[config.mk]
export PLATFORM = sky130hd
export DESIGN_NAME = compass_heading_with_offset_calibration_unit
export DESIGN_NICKNAME = d
export VERILOG_FILES = /design/src/chc_pkg.sv /design/src/compass_heading_with_offset_calibration_unit.sv /design/src/chc_cordic.sv
export SDC_FILE = /design/constraint.sdc
export NUM_CORES = 1
export LEC_CHECK = 0
export ABC_AREA = 1
export BUFFER_PORTS_ARGS = -buffer_cell sky130_fd_sc_hd__buf_2
export CORE_UTILIZATION = 40
export CTS_CLUSTER_SIZE = 10
export DETAILED_ROUTE_END_ITERATION = 16
export PLACE_DENSITY = 0.53
export SKIP_CTS_REPAIR_TIMING = 1
export SLEW_MARGIN = 20
export SYNTH_ARGS = -nofsm -noshare
export SYNTH_HDL_FRONTEND = slang
export SYNTH_SLANG_ARGS = --single-unit
export TNS_END_PERCENT = 5
[constraint.sdc]
create_clock -name aclk -period 5.9 [get_ports aclk]
set_clock_uncertainty 0.05 [all_clocks]
set_input_delay 0.295 -clock aclk [delete_from_list [all_inputs] [get_ports aclk]]
set_output_delay 0.295 -clock aclk [all_outputs]
set_load 0.03 [all_outputs]
[src/chc_pkg.sv]
// Shared types, constants and the arctangent table for the compass heading unit.
package chc_pkg;

    localparam int ANGLE_FRAC_BITS = 6;
    localparam int CORDIC_STEPS    = 24;
    localparam int PRESCALE        = 16;
    localparam int SAMPLE_W        = 16;
    localparam int DIFF_W          = SAMPLE_W + 1;
    localparam int VEC_W           = 36;
    localparam int ANG_W           = 32;
    localparam int STEP_W          = $clog2(CORDIC_STEPS);
    localparam int HEADING_W       = 15;

    localparam int FULL_TURN = 360 << ANGLE_FRAC_BITS;
    localparam int DEG_90    = 90 << ANGLE_FRAC_BITS;
    localparam int DEG_270   = 270 << ANGLE_FRAC_BITS;
    localparam int TURN_W    = $clog2(FULL_TURN + 1);
    localparam int PROD_W    = ANG_W + TURN_W;
    localparam int CALC_W    = (TURN_W > HEADING_W) ? TURN_W : HEADING_W;

    localparam logic [ANG_W-1:0] HALF_TURN = {1'b1, {(ANG_W-1){1'b0}}};

    typedef enum logic [1:0] {
        KIND_MEASURE    = 2'd0,
        KIND_CAL_FIRST  = 2'd1,
        KIND_CAL_SAMPLE = 2'd2,
        KIND_CAL_FINISH = 2'd3
    } kind_t;

    typedef struct packed {
        kind_t                      kind;
        logic signed [SAMPLE_W-1:0] x_raw;
        logic signed [SAMPLE_W-1:0] y_raw;
    } chc_in_t;

    typedef struct packed {
        logic [HEADING_W-1:0]       heading;
        logic                       heading_valid;
        logic signed [SAMPLE_W-1:0] x_offset_now;
        logic signed [SAMPLE_W-1:0] y_offset_now;
    } chc_out_t;

    typedef enum logic [2:0] {
        ST_IDLE,
        ST_CORDIC,
        ST_SCALE,
        ST_REMAP,
        ST_OUT
    } state_t;

    typedef struct packed {
        logic                     start;
        logic signed [DIFF_W-1:0] d;
        logic signed [DIFF_W-1:0] e;
    } cordic_req_t;

    typedef struct packed {
        logic             done;
        logic [ANG_W-1:0] angle;
    } cordic_rsp_t;

    // atan(2^-i) in turns, scaled by 2^32, rounded to nearest
    function automatic logic [ANG_W-1:0] atan_turn(input logic [STEP_W-1:0] idx);
        logic [ANG_W-1:0] t;
        case (idx)
            5'd0:    t = 32'h2000_0000;
            5'd1:    t = 32'h12E4_051E;
            5'd2:    t = 32'h09FB_385B;
            5'd3:    t = 32'h0511_11D4;
            5'd4:    t = 32'h028B_0D43;
            5'd5:    t = 32'h0145_D7E1;
            5'd6:    t = 32'h00A2_F61E;
            5'd7:    t = 32'h0051_7C55;
            5'd8:    t = 32'h0028_BE53;
            5'd9:    t = 32'h0014_5F2F;
            5'd10:   t = 32'h000A_2F98;
            5'd11:   t = 32'h0005_17CC;
            5'd12:   t = 32'h0002_8BE6;
            5'd13:   t = 32'h0001_45F3;
            5'd14:   t = 32'h0000_A2FA;
            5'd15:   t = 32'h0000_517D;
            5'd16:   t = 32'h0000_28BE;
            5'd17:   t = 32'h0000_145F;
            5'd18:   t = 32'h0000_0A30;
            5'd19:   t = 32'h0000_0518;
            5'd20:   t = 32'h0000_028C;
            5'd21:   t = 32'h0000_0146;
            5'd22:   t = 32'h0000_00A3;
            5'd23:   t = 32'h0000_0051;
            default: t = '0;
        endcase
        return t;
    endfunction

endpackage

[src/compass_heading_with_offset_calibration_unit.sv]
// Top level: compass heading with hard-iron offset calibration.
//
//  channel | dir | handshake          | payload
//  --------+-----+--------------------+--------------------------------------------
//  s_      | in  | s_valid / s_ready  | kind, x_raw, y_raw
//  m_      | out | m_valid / m_ready  | heading, heading_valid, x_offset_now, y_offset_now
//
// A measure transaction runs from accept to the next accept through a load step,
// 24 CORDIC micro-rotations on the shared shift/add unit, then done, scale
// (one 32 x 15 multiply), remap and output register load. Calibration transactions
// go straight to output. Synchronous active-low reset clears the sequencer,
// min/max tracking and offsets to zero. s_ready is high only in idle, but a result
// parked in the output register does not hold off the next input transaction;
// only a second result waiting on m_ready stalls the sequencer in its output state.
module compass_heading_with_offset_calibration_unit (
    input  logic              aclk,
    input  logic              aresetn,
    input  logic              s_valid,
    output logic              s_ready,
    input  chc_pkg::chc_in_t  s_data,
    output logic              m_valid,
    input  logic              m_ready,
    output chc_pkg::chc_out_t m_data
);
    import chc_pkg::*;

    state_t state_reg, state_next;

    // calibration state
    logic signed [SAMPLE_W-1:0] x_low_reg, x_low_next;
    logic signed [SAMPLE_W-1:0] x_high_reg, x_high_next;
    logic signed [SAMPLE_W-1:0] y_low_reg, y_low_next;
    logic signed [SAMPLE_W-1:0] y_high_reg, y_high_next;
    logic signed [SAMPLE_W-1:0] x_offset_reg, x_offset_next;
    logic signed [SAMPLE_W-1:0] y_offset_reg, y_offset_next;

    // measure datapath
    logic                 zero_reg, zero_next;
    logic [PROD_W-1:0]    prod_reg, prod_next;
    logic [HEADING_W-1:0] heading_reg, heading_next;
    logic                 hvalid_reg, hvalid_next;

    // output register
    logic     m_valid_reg, m_valid_next;
    chc_out_t m_data_reg, m_data_next;

    cordic_req_t cordic_req;
    cordic_rsp_t cordic_rsp;

    logic                     s_acc, out_free, is_measure;
    logic signed [DIFF_W-1:0] d_diff, e_diff;
    logic [TURN_W-1:0]        a_raw, a_wrap;
    logic [CALC_W-1:0]        a_calc, heading_calc;

    // (a + b) / 2, truncated toward zero
    function automatic logic signed [SAMPLE_W-1:0] midpoint(
        input logic signed [SAMPLE_W-1:0] a,
        input logic signed [SAMPLE_W-1:0] b
    );
        logic signed [DIFF_W-1:0] sum;
        logic signed [DIFF_W-1:0] adj;
        sum = DIFF_W'(a) + DIFF_W'(b);
        adj = sum + {{(DIFF_W-1){1'b0}}, sum[DIFF_W-1]};
        return adj[DIFF_W-1:1];
    endfunction

    assign s_acc      = s_valid && s_ready;
    assign is_measure = (s_data.kind == KIND_MEASURE);
    assign out_free   = !m_valid_reg || m_ready;

    // offset removal: exact 17-bit differences
    assign d_diff = DIFF_W'(s_data.x_raw) - DIFF_W'(x_offset_reg);
    assign e_diff = DIFF_W'(s_data.y_raw) - DIFF_W'(y_offset_reg);

    chc_cordic u_cordic (
        .aclk    (aclk),
        .aresetn (aresetn),
        .req     (cordic_req),
        .rsp     (cordic_rsp)
    );

    // next state
    always_comb begin
        state_next = state_reg;
        unique case (state_reg)
            ST_IDLE: begin
                if (s_acc) begin
                    state_next = is_measure ? ST_CORDIC : ST_OUT;
                end
            end
            ST_CORDIC: begin
                if (cordic_rsp.done) begin
                    state_next = ST_SCALE;
                end
            end
            ST_SCALE:  state_next = ST_REMAP;
            ST_REMAP:  state_next = ST_OUT;
            ST_OUT: begin
                if (out_free) begin
                    state_next = ST_IDLE;
                end
            end
            default:   state_next = ST_IDLE;
        endcase
    end

    // sequencer outputs
    always_comb begin
        s_ready          = 1'b0;
        cordic_req.start = 1'b0;
        cordic_req.d     = d_diff;
        cordic_req.e     = e_diff;
        unique case (state_reg)
            ST_IDLE: begin
                s_ready          = 1'b1;
                cordic_req.start = s_valid && is_measure;
            end
            default: ;
        endcase
    end

    // angle scaling and remap
    assign a_raw  = prod_reg[PROD_W-1:ANG_W];
    assign a_wrap = (zero_reg || (a_raw >= TURN_W'(FULL_TURN))) ? '0 : a_raw;
    assign a_calc = CALC_W'(a_wrap);
    assign heading_calc = (a_calc <= CALC_W'(DEG_270)) ? (a_calc + CALC_W'(DEG_90))
                                                       : (a_calc - CALC_W'(DEG_270));

    always_comb begin
        x_low_next    = x_low_reg;
        x_high_next   = x_high_reg;
        y_low_next    = y_low_reg;
        y_high_next   = y_high_reg;
        x_offset_next = x_offset_reg;
        y_offset_next = y_offset_reg;
        zero_next     = zero_reg;
        prod_next     = prod_reg;
        heading_next  = heading_reg;
        hvalid_next   = hvalid_reg;
        m_valid_next  = m_valid_reg && !m_ready;
        m_data_next   = m_data_reg;

        if (s_acc) begin
            heading_next = '0;
            hvalid_next  = 1'b0;
            case (s_data.kind)
                KIND_MEASURE: begin
                    // zero vector has no direction: forced to angle 0
                    zero_next   = (d_diff == '0) && (e_diff == '0);
                    hvalid_next = 1'b1;
                end
                KIND_CAL_FIRST: begin
                    x_low_next  = s_data.x_raw;
                    x_high_next = s_data.x_raw;
                    y_low_next  = s_data.y_raw;
                    y_high_next = s_data.y_raw;
                end
                KIND_CAL_SAMPLE: begin
                    if (s_data.x_raw < x_low_reg)  x_low_next  = s_data.x_raw;
                    if (s_data.x_raw > x_high_reg) x_high_next = s_data.x_raw;
                    if (s_data.y_raw < y_low_reg)  y_low_next  = s_data.y_raw;
                    if (s_data.y_raw > y_high_reg) y_high_next = s_data.y_raw;
                end
                default: begin
                    x_offset_next = midpoint(x_low_reg, x_high_reg);
                    y_offset_next = midpoint(y_low_reg, y_high_reg);
                end
            endcase
        end

        // binary angle times full-scale degrees, rounded at bit 32
        if (state_reg == ST_SCALE) begin
            prod_next = ({{TURN_W{1'b0}}, cordic_rsp.angle} * PROD_W'(FULL_TURN))
                        + PROD_W'(HALF_TURN);
        end

        if (state_reg == ST_REMAP) begin
            heading_next = heading_calc[HEADING_W-1:0];
        end

        if ((state_reg == ST_OUT) && out_free) begin
            m_valid_next               = 1'b1;
            m_data_next.heading        = heading_reg;
            m_data_next.heading_valid  = hvalid_reg;
            m_data_next.x_offset_now   = x_offset_reg;
            m_data_next.y_offset_now   = y_offset_reg;
        end
    end

    always_ff @(posedge aclk) begin
        if (!aresetn) begin
            state_reg    <= ST_IDLE;
            x_low_reg    <= '0;
            x_high_reg   <= '0;
            y_low_reg    <= '0;
            y_high_reg   <= '0;
            x_offset_reg <= '0;
            y_offset_reg <= '0;
            m_valid_reg  <= 1'b0;
        end else begin
            state_reg    <= state_next;
            x_low_reg    <= x_low_next;
            x_high_reg   <= x_high_next;
            y_low_reg    <= y_low_next;
            y_high_reg   <= y_high_next;
            x_offset_reg <= x_offset_next;
            y_offset_reg <= y_offset_next;
            m_valid_reg  <= m_valid_next;
        end
    end

    always_ff @(posedge aclk) begin
        zero_reg    <= zero_next;
        prod_reg    <= prod_next;
        heading_reg <= heading_next;
        hvalid_reg  <= hvalid_next;
        m_data_reg  <= m_data_next;
    end

    assign m_valid = m_valid_reg;
    assign m_data  = m_data_reg;

`ifndef SYNTHESIS
    // a measure transaction always hands off to the CORDIC wait state
    a_measure_starts: assert property (@(posedge aclk) disable iff (!aresetn)
        s_valid && s_ready && (s_data.kind == KIND_MEASURE) |=> state_reg == ST_CORDIC)
        else $error("measure transaction did not start the CORDIC");

    // the CORDIC must only finish while the sequencer waits for it
    a_done_in_wait: assert property (@(posedge aclk) disable iff (!aresetn)
        cordic_rsp.done |-> state_reg == ST_CORDIC)
        else $error("CORDIC done outside of wait state");

    // calibration tracking keeps low at or below high
    a_minmax_order: assert property (@(posedge aclk) disable iff (!aresetn)
        (x_low_reg <= x_high_reg) && (y_low_reg <= y_high_reg))
        else $error("calibration min/max out of order");

    // non-measure results carry a zero heading
    a_zero_heading: assert property (@(posedge aclk) disable iff (!aresetn)
        m_valid && !m_data.heading_valid |-> m_data.heading == '0)
        else $error("nonzero heading on calibration result");
`endif

endmodule

[src/chc_cordic.sv]
// Iterative vectoring CORDIC: one shift/add micro-rotation per cycle.
module chc_cordic (
    input  logic                 aclk,
    input  logic                 aresetn,
    input  chc_pkg::cordic_req_t req,
    output chc_pkg::cordic_rsp_t rsp
);
    import chc_pkg::*;

    logic signed [VEC_W-1:0] x_reg, x_next;
    logic signed [VEC_W-1:0] y_reg, y_next;
    logic [ANG_W-1:0]        z_reg, z_next;
    logic [STEP_W-1:0]       step_reg, step_next;
    logic                    busy_reg, busy_next;
    logic                    done_reg, done_next;

    logic signed [VEC_W-1:0] d_ext, e_ext, xs, ys;
    logic [ANG_W-1:0]        t_step;
    logic                    last_step;

    // prescale by 2^PRESCALE
    assign d_ext = {{(VEC_W-DIFF_W){req.d[DIFF_W-1]}}, req.d} <<< PRESCALE;
    assign e_ext = {{(VEC_W-DIFF_W){req.e[DIFF_W-1]}}, req.e} <<< PRESCALE;

    // arithmetic shifts floor toward minus infinity
    assign xs        = x_reg >>> step_reg;
    assign ys        = y_reg >>> step_reg;
    assign t_step    = atan_turn(step_reg);
    assign last_step = (step_reg == STEP_W'(CORDIC_STEPS - 1));

    always_comb begin
        x_next    = x_reg;
        y_next    = y_reg;
        z_next    = z_reg;
        step_next = step_reg;
        busy_next = busy_reg;
        done_next = 1'b0;
        if (req.start) begin
            // left half-plane: rotate by a half turn first
            if (req.d[DIFF_W-1]) begin
                x_next = -d_ext;
                y_next = -e_ext;
                z_next = HALF_TURN;
            end else begin
                x_next = d_ext;
                y_next = e_ext;
                z_next = '0;
            end
            step_next = '0;
            busy_next = 1'b1;
        end else if (busy_reg) begin
            if (!y_reg[VEC_W-1]) begin
                x_next = x_reg + ys;
                y_next = y_reg - xs;
                z_next = z_reg + t_step;
            end else begin
                x_next = x_reg - ys;
                y_next = y_reg + xs;
                z_next = z_reg - t_step;
            end
            step_next = step_reg + 1'b1;
            if (last_step) begin
                busy_next = 1'b0;
                done_next = 1'b1;
            end
        end
    end

    always_ff @(posedge aclk) begin
        if (!aresetn) begin
            step_reg <= '0;
            busy_reg <= 1'b0;
            done_reg <= 1'b0;
        end else begin
            step_reg <= step_next;
            busy_reg <= busy_next;
            done_reg <= done_next;
        end
    end

    always_ff @(posedge aclk) begin
        x_reg <= x_next;
        y_reg <= y_next;
        z_reg <= z_next;
    end

    assign rsp.done  = done_reg;
    assign rsp.angle = z_reg;

endmodule
== Yosys cells after proc, flatten, opt, wreduce, memory -nomap -nowiden ==
Memories as Yosys holds them, arrays and structs flattened. A register that Yosys moved wholly into a read port is not among the register bits.
Index checks and enable logic that the tools add are counted.
Cells by class
  add/subtract/negate cells: 18
  multiply operators: 1
  order comparisons: 6
  eq/ne operators: 14
  shifts and indexed selects: 2
  muxes and demuxes: 39
  bitwise logic cells: 3
  reduce and logical (&&, ||, !) cells: 26
Operators by type and width (number)
  36-bit two-way mux: 8
  32-bit two-way mux: 4
  16-bit one-hot mux with 2 select lines: 4
  36-bit adder: 2
  33-bit negator with 36-bit output: 2
  36-bit by 5-bit >>> shifter with 36-bit output: 2
  36-bit subtractor: 2
  16-bit two-way mux: 4
  15-bit two-way mux: 4
  47-bit by 32-bit adder with 47-bit output (second input constant): 1
  32-bit by 6-bit multiplier with 38-bit output (second input constant): 1
  16-bit by 16-bit adder with 17-bit output: 2
  17-bit by 1-bit adder with 17-bit output: 2
  17-bit zero test: 2
  16-bit by 16-bit subtractor with 17-bit output: 2
  32-bit adder: 1
  16-bit > comparator: 2
  16-bit less-than comparator: 2
  32-bit subtractor: 1
  15-bit by 13-bit adder with 15-bit output (second input constant): 1
  15-bit greater-or-equal comparator (second input constant): 1
  15-bit <= comparator (second input constant): 1
  3-bit one-hot mux with 5 select lines: 1
  3-bit AND reduction: 5
  other kinds (23): 52
Word-level totals
  register bits: 323
  ROM bits: 960
  input port bits: 38
  output and inout port bits: 50
  logic and storage cells: 132
  memories: 1
Memories
  (name not given): words 32, width 30, read ports 1, clocked after memory_dff 1, wr ports 0, RTL line chc_pkg.sv:65  | case (idx)

== Longest topological paths before layout ==
Gate-level depths: netlist of run 1.
  word-level depth: 6
  depth in mapped cells: 34
  gate-level depth less buffers: 32

== Cells and area by module ==
From an unflattened synthesis of run 1, not the netlist that was laid out.
Unflattened totals
  cells, all modules: 5618
  area, all modules: 36000.8 sq um
By module, submodules not included
  chc_cordic: times used 1, cells an instance 3040, area each 18321.3 sq um
  compass_heading_with_offset_calibration_unit: times used 1, cells an instance 2578, area each 17679.5 sq um

== Worst setup path after synthesis of run 1 ==
OpenSTA, ideal clock, no wires.
  path type: reg-to-reg
  from: reg state_reg[0]
  to: reg u_cordic.x_reg[0], enable pin
  library setup time: 0.466 ns
  arrival time: 3.798 ns
  required time: 5.384 ns
  slack: 1.586 ns
  cell stages (with the launch flop): 10
  buffers on the path: 2
  period minus slack after synthesis: 4.314 ns
  cell sequence: dfxtp_1 nor2_1 nand2_1 nor2_1 inv_2 nor2_2 clkinv_1 clkbuf_1 clkbuf_1 nand2_1
On the way
  word-level cells in the longest chain between the ends: 3
Ends and longest elaborated chain
  from (decl): RTL line compass_heading_with_offset_calibration_unit.sv:27  | state_t state_reg, state_next;
  from (signal assigned): RTL line compass_heading_with_offset_calibration_unit.sv:201  | state_reg <= state_next;
  3-bit zero test: RTL line compass_heading_with_offset_calibration_unit.sv:113  | unique case (state_reg)
  1-bit two-way mux: RTL line compass_heading_with_offset_calibration_unit.sv:113
  2-bit nonzero test (no source line)
  to (signal assigned): RTL line chc_cordic.sv:82  | x_reg <= x_next;
  to (decl): RTL line chc_cordic.sv:10  | logic signed [VEC_W-1:0] x_reg, x_next;
Every way passes these cells.
A chain may end at the register's enable or synchronous reset.

== Final worst setup path of run 1 ==
  from: reg u_cordic.step_reg[1]
  to: reg u_cordic.y_reg[35] (data pin)
On the way
  word-level cells in the longest chain between the ends: 5
  elaborated cells between the ends (all ways): 6
  classes of those cells: 2 x add/sub; 1 x shift; 3 x mux
Ends and longest elaborated chain
  from (decl): RTL line chc_cordic.sv:13  | logic [STEP_W-1:0] step_reg, step_next;
  from (signal assigned): RTL line chc_cordic.sv:75  | step_reg <= step_next;
  36-bit by 5-bit >>> shifter with 36-bit output *: RTL line chc_cordic.sv:26  | assign xs = x_reg >>> step_reg;
  36-bit subtractor or 36-bit adder (tied branches): RTL line chc_cordic.sv:54, chc_cordic.sv:58
  36-bit two-way mux *: RTL line chc_cordic.sv:52  | if (!y_reg[VEC_W-1]) begin
  36-bit two-way mux *: RTL line chc_cordic.sv:51  | end else if (busy_reg) begin
  36-bit two-way mux *: RTL line chc_cordic.sv:38  | if (req.start) begin
  named net u_cordic.y_next[35]: RTL line chc_cordic.sv:11  | logic signed [VEC_W-1:0] y_reg, y_next;
  to (signal assigned): RTL line chc_cordic.sv:83  | y_reg <= y_next;
  to (decl): RTL line chc_cordic.sv:11
The timed path passes the listed nets; every way through them passes the cells marked *. The select of a mux whose other input is x is not followed.

==> summary.txt, run 1 <==
Routing
  • Number of remaining DRC errors: 0
  • Pre-antenna DRT Iters: 6
  • DRT Wirelength: 115 mm
  • Antenna-violating nets left: 0
  • Vias: 34800
  • Number of vias per cell: ~5.3
  • Wire per inst: 17.6 um
  • Initial drt markers: 2606

Die
  • IO Count: 88
  • Starting density of the core: 0.406
  • Die width: 297 um
  • Die height: around 300 um
  • Die area: 88200 sq um
  • FP Rows: 107
  • Core box area: between 80000 and 90000 sq um

Critical path
  • Slowest-stage cell, CP: nor3_1
  • Most used cell, CP: nand3_1
  • Nature of the critical path endpoint: flop
  • Crit path launch type: flop
  • CP arrival: 5940 ps
  • Worst stage delay on the critical path: 550 ps
  • Crit-path leading delay family: simple AND/OR/NAND/NOR gates
  • WP depth: 25
  • Worst R2R Path Depth: 25
  • Worst EP required: 6210 ps
  • Number of buffer and inverter stages on the critical path: 4
  • WS Path Type: flop to flop
  • Critical Path Fanout Max: 31

Yosys
  • Post-synth EDFFs: approximately 180
  • Main combinational cell family by area after synthesis: simple AND/OR/NAND/NOR gates
  • Main synth FF type: edfxtp_1
  • Post-synthesis compound-gate area fraction: 0.148
  • Post-synthesis simple-gate area fraction: 0.324
  • Mapped Nets: between 5000 and 6000
  • Xor/xnor share of the synthesized area: 0.0418
  • #FFs+latches synth: roughly 320
  • Top-area cell type share of the netlist area: 0.159
  • Synth top area cells: edfxtp_1, nand2_1, ha_1
  • Post-Synthesis Cells: 5324
  • Syn_area_per_cell: 6.54 sq um
  • Syn. warnings: 0
  • Synth Area in Adders: 0.151
  • Seq/Total Area, Yosys: 0.237
  • Asr flop ratio synth: 0
  • Mapped Area: about 35000 sq um
  • Cell accounting for the most synthesized area: edfxtp_1
  • Mux cell area share after synthesis: 0.000287
  • Number of distinct library cells after synthesis: 66

Placed design
  • Detail Placement HPWL: roughly 91 mm
  • Placed insts: 6442
  • Port Buf Inserts: 87
  • Worst slack, placed: 437 ps
  • RePlAce Congestion: 0.959

Finish
  • Final core utilization: 0.442
  • Share of layout cells above drive strength 1: 0.0505
  • Largest register FFs: 48
  • Final net count: 5767
  • Multi-input gate area: 23200 sq um
  • # fillers: 9225
  • Commonest non-fill, non-tap cells in the layout: nand2_1, inv_1, nand3_1
  • Reg area: about 8300 sq um
  • Non-Filler Instances: 6530
  • Commonest non-fill, non-tap cell in the layout: nand2_1
  • Area Overhead vs Synth: 8.75%

CTS
  • CTS root buffer: clkbuf_16
  • Clk slew on worst S/H paths: 60 ps
  • H-tree depth: 2
  • Maximum clock path buffer count: 3
  • CTS tree: built
  • Clock Latency Late Sink: 610 ps
  • Clk sinks: 321
  • TritonCTS Buffers: 45

Hold path
  • Hold path cells: 4
  • Hold crit path type: input pin to flop

Global routing
  • Initial antenna violation count: 3
  • Vias in the first global route: 32800
  • Largest net degree at the start of global routing: 89
  • GR Overflow Total: 0
  • Total track usage: 0.253
  • Global-route wire length before repair: 180 mm

STA
  • Tightest Pin Transition: 1050 ps
  • Fmax: ~180 MHz
  • RSZ-0062 raised after global routing: false
  • Tmin final: 5620 ps
  • Slew Viols, Final: 0
  • Slew Limit Headroom: 0.300
  • Final worst slack: between 200 and 300 ps
  • Setup TNS: 0 ps
  • Final hold vios: 0
  • Setup-failing EPs final: 0
  • Crit share post-route: 0.953

Power and ir drop
  • Peak VDD IR: between 0.3 and 0.4 mV
  • PD cells: 500 nW/um^2
  • Power Total: 0.0189 W
  • P_leak: between 15 and 20 nW

Flow run
  • Max-cap violations: 0

Outcome
  • Outcome: finished clean
[per-stage QoR]
stage                     hold slack [ps]  area (sq um)
after floorplan                       350         34800
after global placement                350         36400
after detailed placement              356         36400
after CTS                            -120         37800
after global routing                 12.2         37900
final                                1.36         37900
[synth_stat cells, types with 54 or more instances]
| cell | number |
|---|---|
| o21ai_0 | 286 |
| nand2_1 | 1323 |
| nor3_1 | 54 |
| nand4_1 | 58 |
| a21oi_1 | 420 |
| ha_1 | 317 |
| xor2_1 | 103 |
| nand3_1 | 596 |
| dfxtp_1 | 137 |
| edfxtp_1 | 184 |
| inv_1 | 722 |
| clkbuf_1 | 65 |
| fa_1 | 64 |
| nor2_1 | 510 |
| xnor2_1 | 63 |
[layout make-up]
cell class	instances	area share
diodes	1	0.0000661
clock buffers	68	0.0344
clock inverters	16	0.00429
inverters	732	0.0727
multi-input cells	4123	0.612
flip-flops and latches	321	0.218
well taps	1144	0.0378
repair buffers	125	0.0206
[cell families after synthesis]
| group | Yosys count |
|---|---|
| mux | 1 |
| buf+inv | 880 |
| simple gates | 2649 |
| xor+xnor | 166 |
| compound gates | 926 |
| flops | 321 |
| fa+ha+maj | 381 |
[metal layers]
metal / wire (um) / share of wire / track usage / vias to the layer above
li1: - / - / - / 17700
met3: 5880 / 0.051 / 0.0324 / 178
met5: 8 / 0.000070 / 0 / -
met2: 52100 / 0.45 / 0.415 / 946
met1: 52700 / 0.46 / 0.340 / 16000
met4: 4010 / 0.035 / 0.0878 / 2
[worst register-to-register path, delay by kind of cell, from the launching register on]
kind,cells,cell delay [ps]
AND/OR/NAND/NOR,15,2760
buffers and inverters,4,880
adder cells (fa/ha/maj),2,650
AO/OA/AOI/OAI,3,510
flip-flops,1,340
XOR/XNOR,1,180
[final timing paths]
check | from | end | slack (ps)
max reg2reg | u_cordic.step_reg[1] | u_cordic.y_reg[35] | 280
min reg2reg | heading_reg[6] | m_data[39] | 360
max | u_cordic.step_reg[1] | u_cordic.y_reg[35] | 280
min | m_ready | m_valid | 1
[power by group]
part | switching (W) | internal [W] | leakage (nW)
registers | 0.000398 | 0.00314 | 2.84
logic | 0.00838 | 0.00425 | 14.6
clock network | 0.00114 | 0.00162 | 0.713
(Power assumes the default switching activity.)
==> run 2, diff against run 1 <==
--- a/config.mk
+++ b/config.mk
@@ -8,12 +8,14 @@
 export ABC_AREA = 1
 export BUFFER_PORTS_ARGS = -buffer_cell sky130_fd_sc_hd__buf_2
 export CORE_UTILIZATION = 40
+export CTS_CLUSTER_DIAMETER = 120
 export CTS_CLUSTER_SIZE = 10
 export DETAILED_ROUTE_END_ITERATION = 16
-export PLACE_DENSITY = 0.53
+export PLACE_DENSITY = 0.55
 export SKIP_CTS_REPAIR_TIMING = 1
 export SLEW_MARGIN = 20
 export SYNTH_ARGS = -nofsm -noshare
 export SYNTH_HDL_FRONTEND = slang
+export SYNTH_HIERARCHICAL = 1
 export SYNTH_SLANG_ARGS = --single-unit
 export TNS_END_PERCENT = 5
==> constraint.sdc (replaced) <==
create_clock -name aclk -period 5.1 [get_ports aclk]
set_clock_uncertainty 0.05 [all_clocks]
set_input_delay 0.255 -clock aclk [delete_from_list [all_inputs] [get_ports aclk]]
set_output_delay 0.255 -clock aclk [all_outputs]
set_load 0.03 [all_outputs]
==> run 2 against run 1 <==
Against the previous run: sequential power grew 19%; largest cell class unchanged; sequential share of layout area is 0.62 points lower; setup slack improved by 99 ps; largest power group unchanged; first-iteration DRC count increased by 23%; design area up 2.9%; die area is 3.4% higher.
==> summary.txt, run 2 <==
Outcome
  • Outcome: finished clean

STA
  • Crit share post-route: 0.926 (-0.0269)
  • Fmax: 212 MHz (+19%)
  • Tightest Pin Transition: 1160 ps (+113 ps)
  • Setup-failing EPs final: 0 (unchanged)
  • Setup TNS: 0 ps (unchanged)
  • Slew Viols, Final: 0 (unchanged)
  • Final hold vios: 0 (unchanged)
  • Slew Limit Headroom: 0.217 (-0.0829)
  • RSZ-0062 raised after global routing: false
  • Tmin final: 4720 ps (-899 ps)

Finish
  • Final net count: 6073 (+5.3%)
  • Reg area: 8280 sq um (about the same)
  • Commonest non-fill, non-tap cell in the layout: nand2_1
  • Fin area: 39000 sq um (+2.9%)
  • Largest register FFs: 48 (unchanged)
  • Commonest non-fill, non-tap cells in the layout: nand2_1, inv_1, nand3_1
  • Multi-input gate area: 24200 sq um (+4.4%)
  • Area Overhead vs Synth: 8.30%
  • # fillers: 9557 (+3.6%)
  • Share of layout cells above drive strength 1: 0.0642 (+0.0137)

Critical path
  • Nature of the critical path endpoint: flop
  • Worst EP required: 5360 ps (-850 ps)
  • CP arrival: 4980 ps (-960 ps)
  • FF-to-FF Start: u_cordic/step_reg[0]
  • Capturing point of the worst reg2reg path: u_cordic/y_reg[28]
  • Critical path endpoint: u_cordic/y_reg[28]
  • CP Launch Point: u_cordic/step_reg[0]
  • Most used cell, CP: nand2_1
  • WP depth: 24 (-4.0%)
  • WS Path Type: flop to flop
  • Worst stage delay on the critical path: 500 ps (-50 ps)
  • Number of buffer and inverter stages on the critical path: 3 (-1)
  • Critical Path Fanout Max: 44 (+42%)
  • Crit path launch type: flop
  • CP cell instances: inv_2, buf_12, nand2_1, nand3_1, nand3_1, nand3_1, o21ai_1, nand2_1, nand2_2, nand2_1, nor2_1, nand2_2, nor2_8, nand3_1, nand2_1, xor2_1, inv_1, ha_1, a21oi_1, o21ai_0, a21oi_1, o211ai_1, o21ai_0, nand2_1
  • Crit-path leading delay family: simple AND/OR/NAND/NOR gates
  • Reg2Reg Setup Slack: 380 ps (+100 ps)
  • Slowest-stage cell, CP: o21ai_0
  • Worst R2R Path Depth: 24 (-4.0%)

Yosys
  • Top-area cell type share of the netlist area: 0.153 (-0.00519)
  • Asr flop ratio synth: 0 (unchanged)
  • Most frequent cell after synthesis: nand2_1
  • Seq/Total Area, Yosys: 0.230 (-0.00776)
  • Syn_area_per_cell: 6.41 sq um (-2.0%)
  • Main synth FF type: edfxtp_1
  • Synth top area cells: edfxtp_1, nand2_1, ha_1
  • Syn. warnings: 6 (+6)
  • Post-synth EDFFs: 184 (unchanged)
  • Post-synth top cells: nand2_1, inv_1, nand3_1
  • Mapped Area: 36000 sq um (+3.4%)
  • Mapped Nets: 6037 (+5.1%)
  • #FFs+latches synth: 321 (unchanged)
  • Number of distinct library cells after synthesis: 68 (+3.0%)
  • Cell accounting for the most synthesized area: edfxtp_1
  • Post-Synthesis Cells: 5618 (+5.5%)

CTS
  • Maximum clock path buffer count: 3 (unchanged)
  • CTS tree: built
  • Clock Latency Late Sink: 580 ps (-30 ps)
  • Clk slew on worst S/H paths: 60 ps (about the same)
  • H-tree depth: 2 (unchanged)
  • Clk sinks: 321 (unchanged)
  • CTS root buffer: clkbuf_16
  • TritonCTS Buffers: 38 (-16%)

Placed design
  • Detail Placement HPWL: 94.2 mm (+3.5%)
  • Port Buf Inserts: 87 (unchanged)
  • RePlAce Congestion: 0.961 (+0.20%)
  • Placement Cell Area: 37700 sq um (+3.8%)

Routing
  • Number of vias per cell: 5.30 (-0.52%)
  • Number of remaining DRC errors: 0 (unchanged)
  • Wire per inst: 17.0 um (-3.1%)
  • Pre-antenna DRT Iters: 7 (+1)
  • DRT Wirelength: 117 mm (+1.6%)
  • Initial drt markers: 3203 (+23%)
  • Vias: 36300 (+4.3%)
  • Antenna-violating nets left: 0 (unchanged)

Die
  • Die width: 302 um (+1.7%)
  • IO Count: 88 (unchanged)
  • Die height: 302 um (+1.7%)
  • Starting density of the core: 0.405 (-0.000938)
  • Die area: 91200 sq um (+3.4%)
  • Core box area: 88800 sq um (+3.6%)
  • FP Rows: 109 (+1.9%)

Power and ir drop
  • PD cells: 631 nW/um^2 (+26%)
  • Peak VDD IR: 0.526 mV (+38%)
  • Power Total: 0.0246 W (+30%)
  • P_leak: 19.0 nW (+4.6%)

Flow run
  • Max-cap violations: 0 (unchanged)

Global routing
  • Initial antenna violation count: 1 (-2)
  • Total track usage: 0.250 (-0.00259)
  • Vias in the first global route: 33200 (+1.1%)
  • GR Overflow Total: 0 (unchanged)
  • Largest net degree at the start of global routing: 88 (-1.1%)
  • Global-route wire length before repair: 182 mm (+1.1%)

Hold path
  • Hold crit path type: input pin to flop
run 2: cell count changes after synthesis, sizes merged, moves of 12 or more:
cell | previous run | this run
ha | 317 | 340
inv | 729 | 757
nand3 | 601 | 666
o21ai | 324 | 309
xnor2 | 63 | 46
nor2 | 525 | 580
a21oi | 421 | 469
a21boi | 20 | 8
clkbuf | 65 | 51
a31oi | 32 | 17
nand2 | 1329 | 1488
fa | 64 | 41
nand3b | 31 | 16
buf | 83 | 109
run 2: worst min-delay path by stage:
stage | slack, ps | from | cells after the start | end
detailed placement | 360 | heading_reg[9] | 0 | m_data[42]
floorplan | 350 | aresetn | 2 | u_cordic/busy_reg
finish | 30 | s_data[21] | 5 | x_low_reg[5]
global route | 40 | s_data[21] | 5 | x_high_reg[5]
CTS | -80 | s_data[33] | 2 | hvalid_reg
global placement | 350 | heading_reg[2] | 0 | m_data[35]
run 2: worst register-to-register path: stages (launching register included):
cell and delay, ps:
dfxtp_2 370, inv_2 60, buf_12 170, nand2_1 120, nand3_1 100, nand3_1 170
nand3_1 150, o21ai_1 180, nand2_1 130, nand2_2 130, nand2_1 100, nor2_1 150
nand2_2 110, nor2_8 220, nand3_1 110, nand2_1 80, xor2_1 170, inv_1 60
ha_1 340, a21oi_1 280, o21ai_0 140, a21oi_1 250, o211ai_1 240, o21ai_0 500
nand2_1 90
run 2: stage by stage:
stage          setup slack, ps  hold slack (ps)  utilization  cells
5_1_grt                   10.4             36.1        0.439   6847
2_1_floorplan             1080              346            -   5618
3_5_place_dp               370              356        0.425   6774
4_1_cts                    342            -83.0        0.438   6842
6_report                   376             33.9        0.439   6848
3_3_place_gp               368              352        0.425   6774
run 2: logic make-up after synthesis:
| family | count (synthesis) | share of synthesized area |
|---|---|---|
| and+or+nand+nor | 2904 | 0.346 |
| AOI/OAI and AO/OA | 939 | 0.144 |
| buffers and inverters | 918 | 0.102 |
| adders and majority gates | 381 | 0.141 |
| DFF | 321 | 0.230 |
| xor gates and xnor gates | 155 | 0.0388 |
run 2: layout make-up:
type                            count  share of cell area
Sequential cell                   321               0.212
Clock inverter                      4             0.00164
Timing Repair Buffer              156              0.0285
Inverter                          758              0.0732
Multi-Input combinational cell   4379               0.620
Clock buffer                       64              0.0269
Tap cell                         1165              0.0374
Antenna cell                        1           0.0000642
run 2: power by group:
group	switching, W	internal, W
combinational	0.0118	0.00600
clock	0.00122	0.00141
sequential	0.000506	0.00369
run 2: layer usage:
layer | routed length (um) | up-vias | global-route usage | part of all wire
met5 | 0 | - | 0 | 0
met4 | 3170 | 0 | 0.0684 | 0.027
met3 | 6610 | 123 | 0.0294 | 0.057
met2 | 52100 | 991 | 0.405 | 0.45
met1 | 54600 | 16600 | 0.350 | 0.47
li1 | - | 18600 | - | -
